--- src/rtl/spq_pkg.sv ---
// ---------------------------------------------------------------------------
// spq_pkg: shared types and constants of the sorted priority queue
// Holds the payload widths, status codes and the cell-level types.
// ---------------------------------------------------------------------------
`default_nettype none

package spq_pkg;

    localparam int unsigned DATA_W   = 32;
    localparam int unsigned STATUS_W = 2;
    localparam int unsigned COUNT_W  = 5;

    localparam logic CMD_PUSH = 1'b0;
    localparam logic CMD_POP  = 1'b1;

    localparam logic [STATUS_W-1:0] ST_OK    = 2'd0;
    localparam logic [STATUS_W-1:0] ST_EMPTY = 2'd1;
    localparam logic [STATUS_W-1:0] ST_FULL  = 2'd2;

    typedef struct packed {
        logic signed [DATA_W-1:0] value;
        logic signed [DATA_W-1:0] priority_key;
    } entry_t;

    typedef struct packed {
        logic push;
        logic pop;
    } cell_ctrl_t;

endpackage

`default_nettype wire

--- src/rtl/spq_if.sv ---
// ---------------------------------------------------------------------------
// spq_if: word channels of the sorted priority queue
// Command channel and response channel, each with valid/ready handshake.
// ---------------------------------------------------------------------------
`default_nettype none

interface spq_cmd_if;
    logic                                valid;
    logic                                ready;
    logic                                command;
    logic signed [spq_pkg::DATA_W-1:0]   value;
    logic signed [spq_pkg::DATA_W-1:0]   priority_req;

    modport source (output valid, command, value, priority_req, input ready);
    modport sink   (input valid, command, value, priority_req, output ready);
endinterface

interface spq_rsp_if;
    logic                                valid;
    logic                                ready;
    logic [spq_pkg::STATUS_W-1:0]        status;
    logic signed [spq_pkg::DATA_W-1:0]   pop_value;
    logic [spq_pkg::COUNT_W-1:0]         entry_count;
    logic                                queue_empty;

    modport source (output valid, status, pop_value, entry_count, queue_empty, input ready);
    modport sink   (input valid, status, pop_value, entry_count, queue_empty, output ready);
endinterface

`default_nettype wire

--- src/rtl/spq_cell.sv ---
// ---------------------------------------------------------------------------
// spq_cell: one slot of the sorted chain
// Holds one entry; on push keeps, takes the new entry or shifts from the
// left neighbor; on pop takes the right neighbor's entry.
// ---------------------------------------------------------------------------
`default_nettype none

module spq_cell (
    input  wire logic               clk,
    input  wire spq_pkg::cell_ctrl_t ctrl,
    input  wire spq_pkg::entry_t    new_entry,
    input  wire spq_pkg::entry_t    left_entry,
    input  wire logic               left_stay,
    input  wire spq_pkg::entry_t    right_entry,
    input  wire logic               occupied,
    output logic                    stay,
    output spq_pkg::entry_t         entry
);

    spq_pkg::entry_t entry_reg;
    spq_pkg::entry_t entry_next;

    // Strictly higher priority holds its place; equal priorities yield.
    assign stay  = occupied && (entry_reg.priority_key > new_entry.priority_key);
    assign entry = entry_reg;

    always_comb
    begin
        entry_next = entry_reg;
        if (ctrl.push)
        begin
            if (stay)
                entry_next = entry_reg;
            else if (left_stay)
                entry_next = new_entry;
            else
                entry_next = left_entry;
        end
        else if (ctrl.pop)
        begin
            entry_next = right_entry;
        end
    end

    always_ff @(posedge clk)
    begin
        entry_reg <= entry_next;
    end

endmodule

`default_nettype wire

--- src/rtl/sorted_priority_queue_unit.sv ---
// ---------------------------------------------------------------------------
// sorted_priority_queue_unit: bounded priority queue, highest priority first
// A row of compare-and-shift cells keeps entries sorted; push inserts ahead
// of every entry of lower or equal priority, pop removes the head.
// ---------------------------------------------------------------------------
//  channel | dir | word fields
//  --------+-----+-------------------------------------------------------
//  cmd     | in  | command, value, priority_req
//  rsp     | out | status, pop_value, entry_count, queue_empty
//
//  One command word per cycle; its response word is registered and shows up
//  the cycle after acceptance. The figure is set by the cell row: every cell
//  compares and shifts in the same cycle. Reset clears the count and the
//  response valid flag, not its payload or the cell contents. A stalled
//  response holds cmd.ready low unless rsp is taken in the same cycle.
// ---------------------------------------------------------------------------
`default_nettype none

module sorted_priority_queue_unit #(
    parameter int unsigned QUEUE_DEPTH = 16
) (
    input  wire logic  clk,
    input  wire logic  rst_n,
    spq_cmd_if.sink    cmd,
    spq_rsp_if.source  rsp
);

    localparam int unsigned CNT_W = $clog2(QUEUE_DEPTH + 1);

    logic [CNT_W-1:0] count_reg;
    logic [CNT_W-1:0] count_next;

    logic                               rsp_valid_reg;
    logic [spq_pkg::STATUS_W-1:0]       status_reg;
    logic [spq_pkg::STATUS_W-1:0]       status_next;
    logic signed [spq_pkg::DATA_W-1:0]  pop_value_reg;
    logic signed [spq_pkg::DATA_W-1:0]  pop_value_next;

    logic                accept;
    logic                is_full;
    logic                is_empty;
    spq_pkg::cell_ctrl_t ctrl;
    spq_pkg::entry_t     new_entry;
    logic [31:0]         count_wide;

    spq_pkg::entry_t     cell_entry [QUEUE_DEPTH];
    logic [QUEUE_DEPTH-1:0] cell_stay;
    logic [QUEUE_DEPTH-1:0] cell_occupied;

    // Take a new word whenever the response slot is free or being drained.
    assign cmd.ready = !rsp_valid_reg || rsp.ready;
    assign accept    = cmd.valid && cmd.ready;

    assign is_full  = (count_reg == CNT_W'(QUEUE_DEPTH));
    assign is_empty = (count_reg == '0);

    assign new_entry.value        = cmd.value;
    assign new_entry.priority_key = cmd.priority_req;

    // Only accepted, legal commands move the cells.
    assign ctrl.push = accept && (cmd.command == spq_pkg::CMD_PUSH) && !is_full;
    assign ctrl.pop  = accept && (cmd.command == spq_pkg::CMD_POP) && !is_empty;

    // Cell row: cell 0 is the head; the sorted order makes cell_stay a prefix.
    for (genvar i = 0; i < QUEUE_DEPTH; i++)
    begin : g_cell
        spq_pkg::entry_t left_entry;
        spq_pkg::entry_t right_entry;
        logic            left_stay;

        assign cell_occupied[i] = (CNT_W'(i) < count_reg);

        if (i == 0)
        begin : g_head
            // Nothing ahead of the head: a non-staying head takes the new entry.
            assign left_entry = new_entry;
            assign left_stay  = 1'b1;
        end
        else
        begin : g_body
            assign left_entry = cell_entry[i-1];
            assign left_stay  = cell_stay[i-1];
        end

        if (i == QUEUE_DEPTH - 1)
        begin : g_tail
            assign right_entry = cell_entry[i];
        end
        else
        begin : g_mid
            assign right_entry = cell_entry[i+1];
        end

        spq_cell u_cell (
            .clk         (clk),
            .ctrl        (ctrl),
            .new_entry   (new_entry),
            .left_entry  (left_entry),
            .left_stay   (left_stay),
            .right_entry (right_entry),
            .occupied    (cell_occupied[i]),
            .stay        (cell_stay[i]),
            .entry       (cell_entry[i])
        );
    end

    // Count update and response word for the accepted command.
    always_comb
    begin
        count_next     = count_reg;
        status_next    = spq_pkg::ST_OK;
        pop_value_next = '0;
        if (cmd.command == spq_pkg::CMD_POP)
        begin
            if (is_empty)
            begin
                status_next = spq_pkg::ST_EMPTY;
            end
            else
            begin
                pop_value_next = cell_entry[0].value;
                count_next     = count_reg - CNT_W'(1);
            end
        end
        else
        begin
            if (is_full)
                status_next = spq_pkg::ST_FULL;
            else
                count_next = count_reg + CNT_W'(1);
        end
    end

    always_ff @(posedge clk or negedge rst_n)
    begin
        if (!rst_n)
        begin
            count_reg     <= '0;
            rsp_valid_reg <= 1'b0;
        end
        else
        begin
            if (accept)
            begin
                count_reg     <= count_next;
                rsp_valid_reg <= 1'b1;
            end
            else if (rsp.ready)
            begin
                rsp_valid_reg <= 1'b0;
            end
        end
    end

    // Payload of the response: hold until the next accepted command.
    always_ff @(posedge clk)
    begin
        if (accept)
        begin
            status_reg    <= status_next;
            pop_value_reg <= pop_value_next;
        end
    end

    // Count after the item: count_reg already holds it once the word is valid.
    assign count_wide = 32'(count_reg);

    assign rsp.valid       = rsp_valid_reg;
    assign rsp.status      = status_reg;
    assign rsp.pop_value   = pop_value_reg;
    assign rsp.entry_count = count_wide[spq_pkg::COUNT_W-1:0];
    assign rsp.queue_empty = is_empty;

endmodule

`default_nettype wire
--- src/flat_wrapper.sv ---
// flat-port wrapper written by rule: the top's interface ports become plain ports
module sorted_priority_queue_unit_flat 
#(
    parameter int unsigned QUEUE_DEPTH = 16
)
  (clk, rst_n, cmd_valid, cmd_command, cmd_value, cmd_priority_req, cmd_ready, rsp_valid, rsp_status, rsp_pop_value, rsp_entry_count, rsp_queue_empty, rsp_ready);
  spq_cmd_if cmd_i ();
  spq_rsp_if rsp_i ();
  input  wire logic clk;
  input  wire logic rst_n;
  input wire logic [$bits(cmd_i.valid)-1:0] cmd_valid;
  input wire logic [$bits(cmd_i.command)-1:0] cmd_command;
  input wire logic [$bits(cmd_i.value)-1:0] cmd_value;
  input wire logic [$bits(cmd_i.priority_req)-1:0] cmd_priority_req;
  output wire logic [$bits(cmd_i.ready)-1:0] cmd_ready;
  output wire logic [$bits(rsp_i.valid)-1:0] rsp_valid;
  output wire logic [$bits(rsp_i.status)-1:0] rsp_status;
  output wire logic [$bits(rsp_i.pop_value)-1:0] rsp_pop_value;
  output wire logic [$bits(rsp_i.entry_count)-1:0] rsp_entry_count;
  output wire logic [$bits(rsp_i.queue_empty)-1:0] rsp_queue_empty;
  input wire logic [$bits(rsp_i.ready)-1:0] rsp_ready;
  assign cmd_i.valid = cmd_valid;
  assign cmd_i.command = cmd_command;
  assign cmd_i.value = cmd_value;
  assign cmd_i.priority_req = cmd_priority_req;
  assign cmd_ready = cmd_i.ready;
  assign rsp_valid = rsp_i.valid;
  assign rsp_status = rsp_i.status;
  assign rsp_pop_value = rsp_i.pop_value;
  assign rsp_entry_count = rsp_i.entry_count;
  assign rsp_queue_empty = rsp_i.queue_empty;
  assign rsp_i.ready = rsp_ready;
  sorted_priority_queue_unit #(.QUEUE_DEPTH(QUEUE_DEPTH)) u_core (.clk(clk), .rst_n(rst_n), .cmd(cmd_i), .rsp(rsp_i));
endmodule
--- config.mk ---
export PLATFORM = sky130hd
export DESIGN_NAME = sorted_priority_queue_unit_flat
export DESIGN_NICKNAME = d
export VERILOG_FILES = /design/src/rtl/spq_pkg.sv /design/src/rtl/spq_if.sv /design/src/rtl/spq_cell.sv /design/src/rtl/sorted_priority_queue_unit.sv /design/src/flat_wrapper.sv
export SDC_FILE = /design/constraint.sdc
export NUM_CORES = 2
export LEC_CHECK = 0
export BUFFER_PORTS_ARGS = -buffer_cell sky130_fd_sc_hd__buf_2
export CORE_ASPECT_RATIO = 1.25
export CORE_MARGIN = 2
export CORE_UTILIZATION = 64
export DETAILED_ROUTE_END_ITERATION = 16
export PLACE_DENSITY = 0.83
export SYNTH_ARGS = -nofsm -noshare
export SYNTH_HDL_FRONTEND = slang
export SYNTH_HIERARCHICAL = 1
export SYNTH_SLANG_ARGS = --single-unit
export TNS_END_PERCENT = 20
--- constraint.sdc ---
create_clock -name clk -period 10.7 [get_ports clk]
set_input_delay 3.21 -clock clk [delete_from_list [all_inputs] [get_ports clk]]
set_output_delay 3.21 -clock clk [all_outputs]
set_load 0.005 [all_outputs]
==> summary.md <==
| Metric | Value |
|---|---|
| Crit share post-route | `0.689` |
| Total clock sinks | `1064` |
| Core Box Area | `105000 um^2` |
| Crit Path Max Fanout | `48` |
| Worst slew pin tran | `1.16 ns` |
| FP Rows | `133` |
| Clk_skew | `0.0328 ns` |
| Nets | `7069` |
| Fmax | `136 MHz` |
| Setup_tns | `0 ns` |
| Overall power | `14400 uW` |
| Grt ovf | `0` |
| Final Util | `0.697` |
| Critical path class | `in -> reg` |
| Critical path arrival | `7.76 ns` |
| FF-to-FF path depth | `9` |
| CTS tree | `done` |
| Root Buffer | `clkbuf_16` |
| Clk_lat worst skew | `0.71 ns` |
| CTS Buf Count | `106` |
| DRC viols | `0` |
| CP top delay family | `compound AO/OA/AOI/OAI gates` |
| H-Tree Depth | `3` |
| Min Clock Period, post-route | `7.37 ns` |
| Avg WL per Cell | `22.2 um` |
| HPWL Detailed | `120 mm` |
| Hold crit path type | `reg -> reg` |
| Die area | `108000 um^2` |
| Post-synthesis instance area | `67700 um^2` |
| Die W | `295 um` |
| First-pass GRT wire length | `278 mm` |
| Post_cts resized | `0` |
| Slowest Stage Delay on Critical Path | `0.85 ns` |
| Final ANT Viol Nets | `0` |
| Cells after Synth | `6528` |
| Die Span Y | `368 um` |
| Total Routed Length | `177 mm` |
| Post-DR vias/cell | `6.42` |
| Net count after synthesis | `7112` |
| Post-cts hold buffer count | `0` |
| Initial antenna violation count | `8` |
| Synth Area per Inst | `10.4 um^2` |
| Crit-path slowest cell | `buf_4` |
| Initial Util | `0.645` |
| Slew Limit Fails | `0` |
| Final Setup Violations | `0` |
| Worst Setup Start Kind | `primary input` |
| Io pins | `111` |
| Largest net degree at the start of global routing | `268` |
| Non-Filler Instances | `7993` |
| Max Cap Viol | `0` |
| Pwr Density | `197 nW/um^2` |
| Proportion of layout cells with a drive suffix above 1 | `0.0789` |
| Hold Path Cell Cnt | `1` |
| Reg-to-Reg End | `u_core/g_cell[5].u_cell/entry[38]` |
| Cell Chain, Critical Path | `buf_2 -> buf_4 -> inv_1 -> ha_1 -> a21oi_1 -> o21ai_0 -> a221o_1 -> o31a_1 -> or3_1 -> a21boi_4 -> buf_4 -> mux2i_1 -> a21oi_1` |
| HP Start | `u_core/g_cell[0].u_cell/entry[38]` |
| Worst Hold Endpoint | `u_core/rsp.pop_value[6]` |
| First drt pass iteration count | `8` |
| FF-to-FF setup slack | `5.90 ns` |
| Slew headroom | `0.225` |
| Reg2reg start | `u_core/rsp.entry_count[1]` |
| Endpoint class of the critical path | `flip-flop` |
| GPL Wtd Cong | `0.905` |
| I/O Buffers | `110` |
| Yosys warning count | `6` |
| P_leak | `0.0298 uW` |
| Initial DRC Count | `4983` |
| Setup bufs post-CTS | `0` |
| Vias post-DR | `51342` |
| Vias in the first global route | `52709` |
| Hold Fails Final Rpt | `0` |
| CP bufs+invs | `4` |
| Global Route Usage Sum | `0.322` |
| Outcome | `complete, no violations` |
| RSZ-0062 raised after global routing | `no` |
| Max reg flops | `1024` |
| WP data required | `11.09 ns` |
| VDD IR-drop max | `0.000169 V` |
| Syn-to-layout area delta | `8.03%` |
| Reg clk slew, reported paths | `0.06 ns` |
| Max Root-Sink Buffers | `3` |
| Inst Count DP | `7794` |
worst register-to-register path, stage by stage, from the launching register on:
cell	delay [ns]
dfrtp_1	0.62
inv_1	0.25
ha_1	0.29
nor3b_1	0.17
nand2_1	0.12
nor3b_4	0.24
buf_12	0.56
buf_12	0.70
buf_4	1.30
a21oi_1	0.24
how the worst max path moves through the flow:
stage                   startpoint                                end  slack [ns]  cells past startpoint
3_5_place_dp   cmd_priority_req[7]  u_core/g_cell[1].u_cell/entry[61]        2.73                     13
4_1_cts        cmd_priority_req[7]  u_core/g_cell[1].u_cell/entry[61]        3.48                     13
6_report       cmd_priority_req[7]  u_core/g_cell[1].u_cell/entry[61]        3.33                     13
5_1_grt        cmd_priority_req[7]  u_core/g_cell[1].u_cell/entry[61]        3.12                     13
2_1_floorplan            rsp_ready  u_core/g_cell[15].u_cell/entry[0]        1.34                      7
3_3_place_gp   cmd_priority_req[7]  u_core/g_cell[6].u_cell/entry[26]        2.92                     13
cells in the final DEF (no fill, tap or decap), types with 78 or more instances in the layout:
master / n
a21oi_1: 1232
buf_2: 110
buf_4: 78
clkbuf_16: 107
edfxtp_1: 1058
ha_1: 515
inv_1: 531
mux2i_1: 1027
nand2_1: 109
nand4_1: 84
nor2_1: 1093
layout make-up:
class	count	area, um^2
flip-flops and latches	1064	31900
diodes	1	2.50
clock inverters	75	764
well taps	1417	1770
clock buffers	123	2740
repair buffers	196	1300
fillers	7502	31900
inverters	532	2000
multi-input cells	4585	32600
stage by stage:
step	instance area, um^2	hold WS, ns	worst slack (ns)
global placement	69600	0.546	2.92
CTS	73100	0.573	3.48
finish	73100	0.573	3.33
detailed placement	69600	0.558	2.73
floorplan	67700	0.524	1.34
global route	73100	0.586	3.12
power breakdown:
group / switching (uW) / internal, uW / total (uW)
Sequential: 461 / 5400 / 5860
Clock: 1690 / 2170 / 3860
Combinational: 2830 / 1870 / 4710
metal layers:
layer	share of wire	GRT usage
met5	0.00034	0
met4	0.059	0.190
met3	0.059	0.0390
met2	0.51	0.569
met1	0.37	0.374
(Power assumes the default switching activity.)
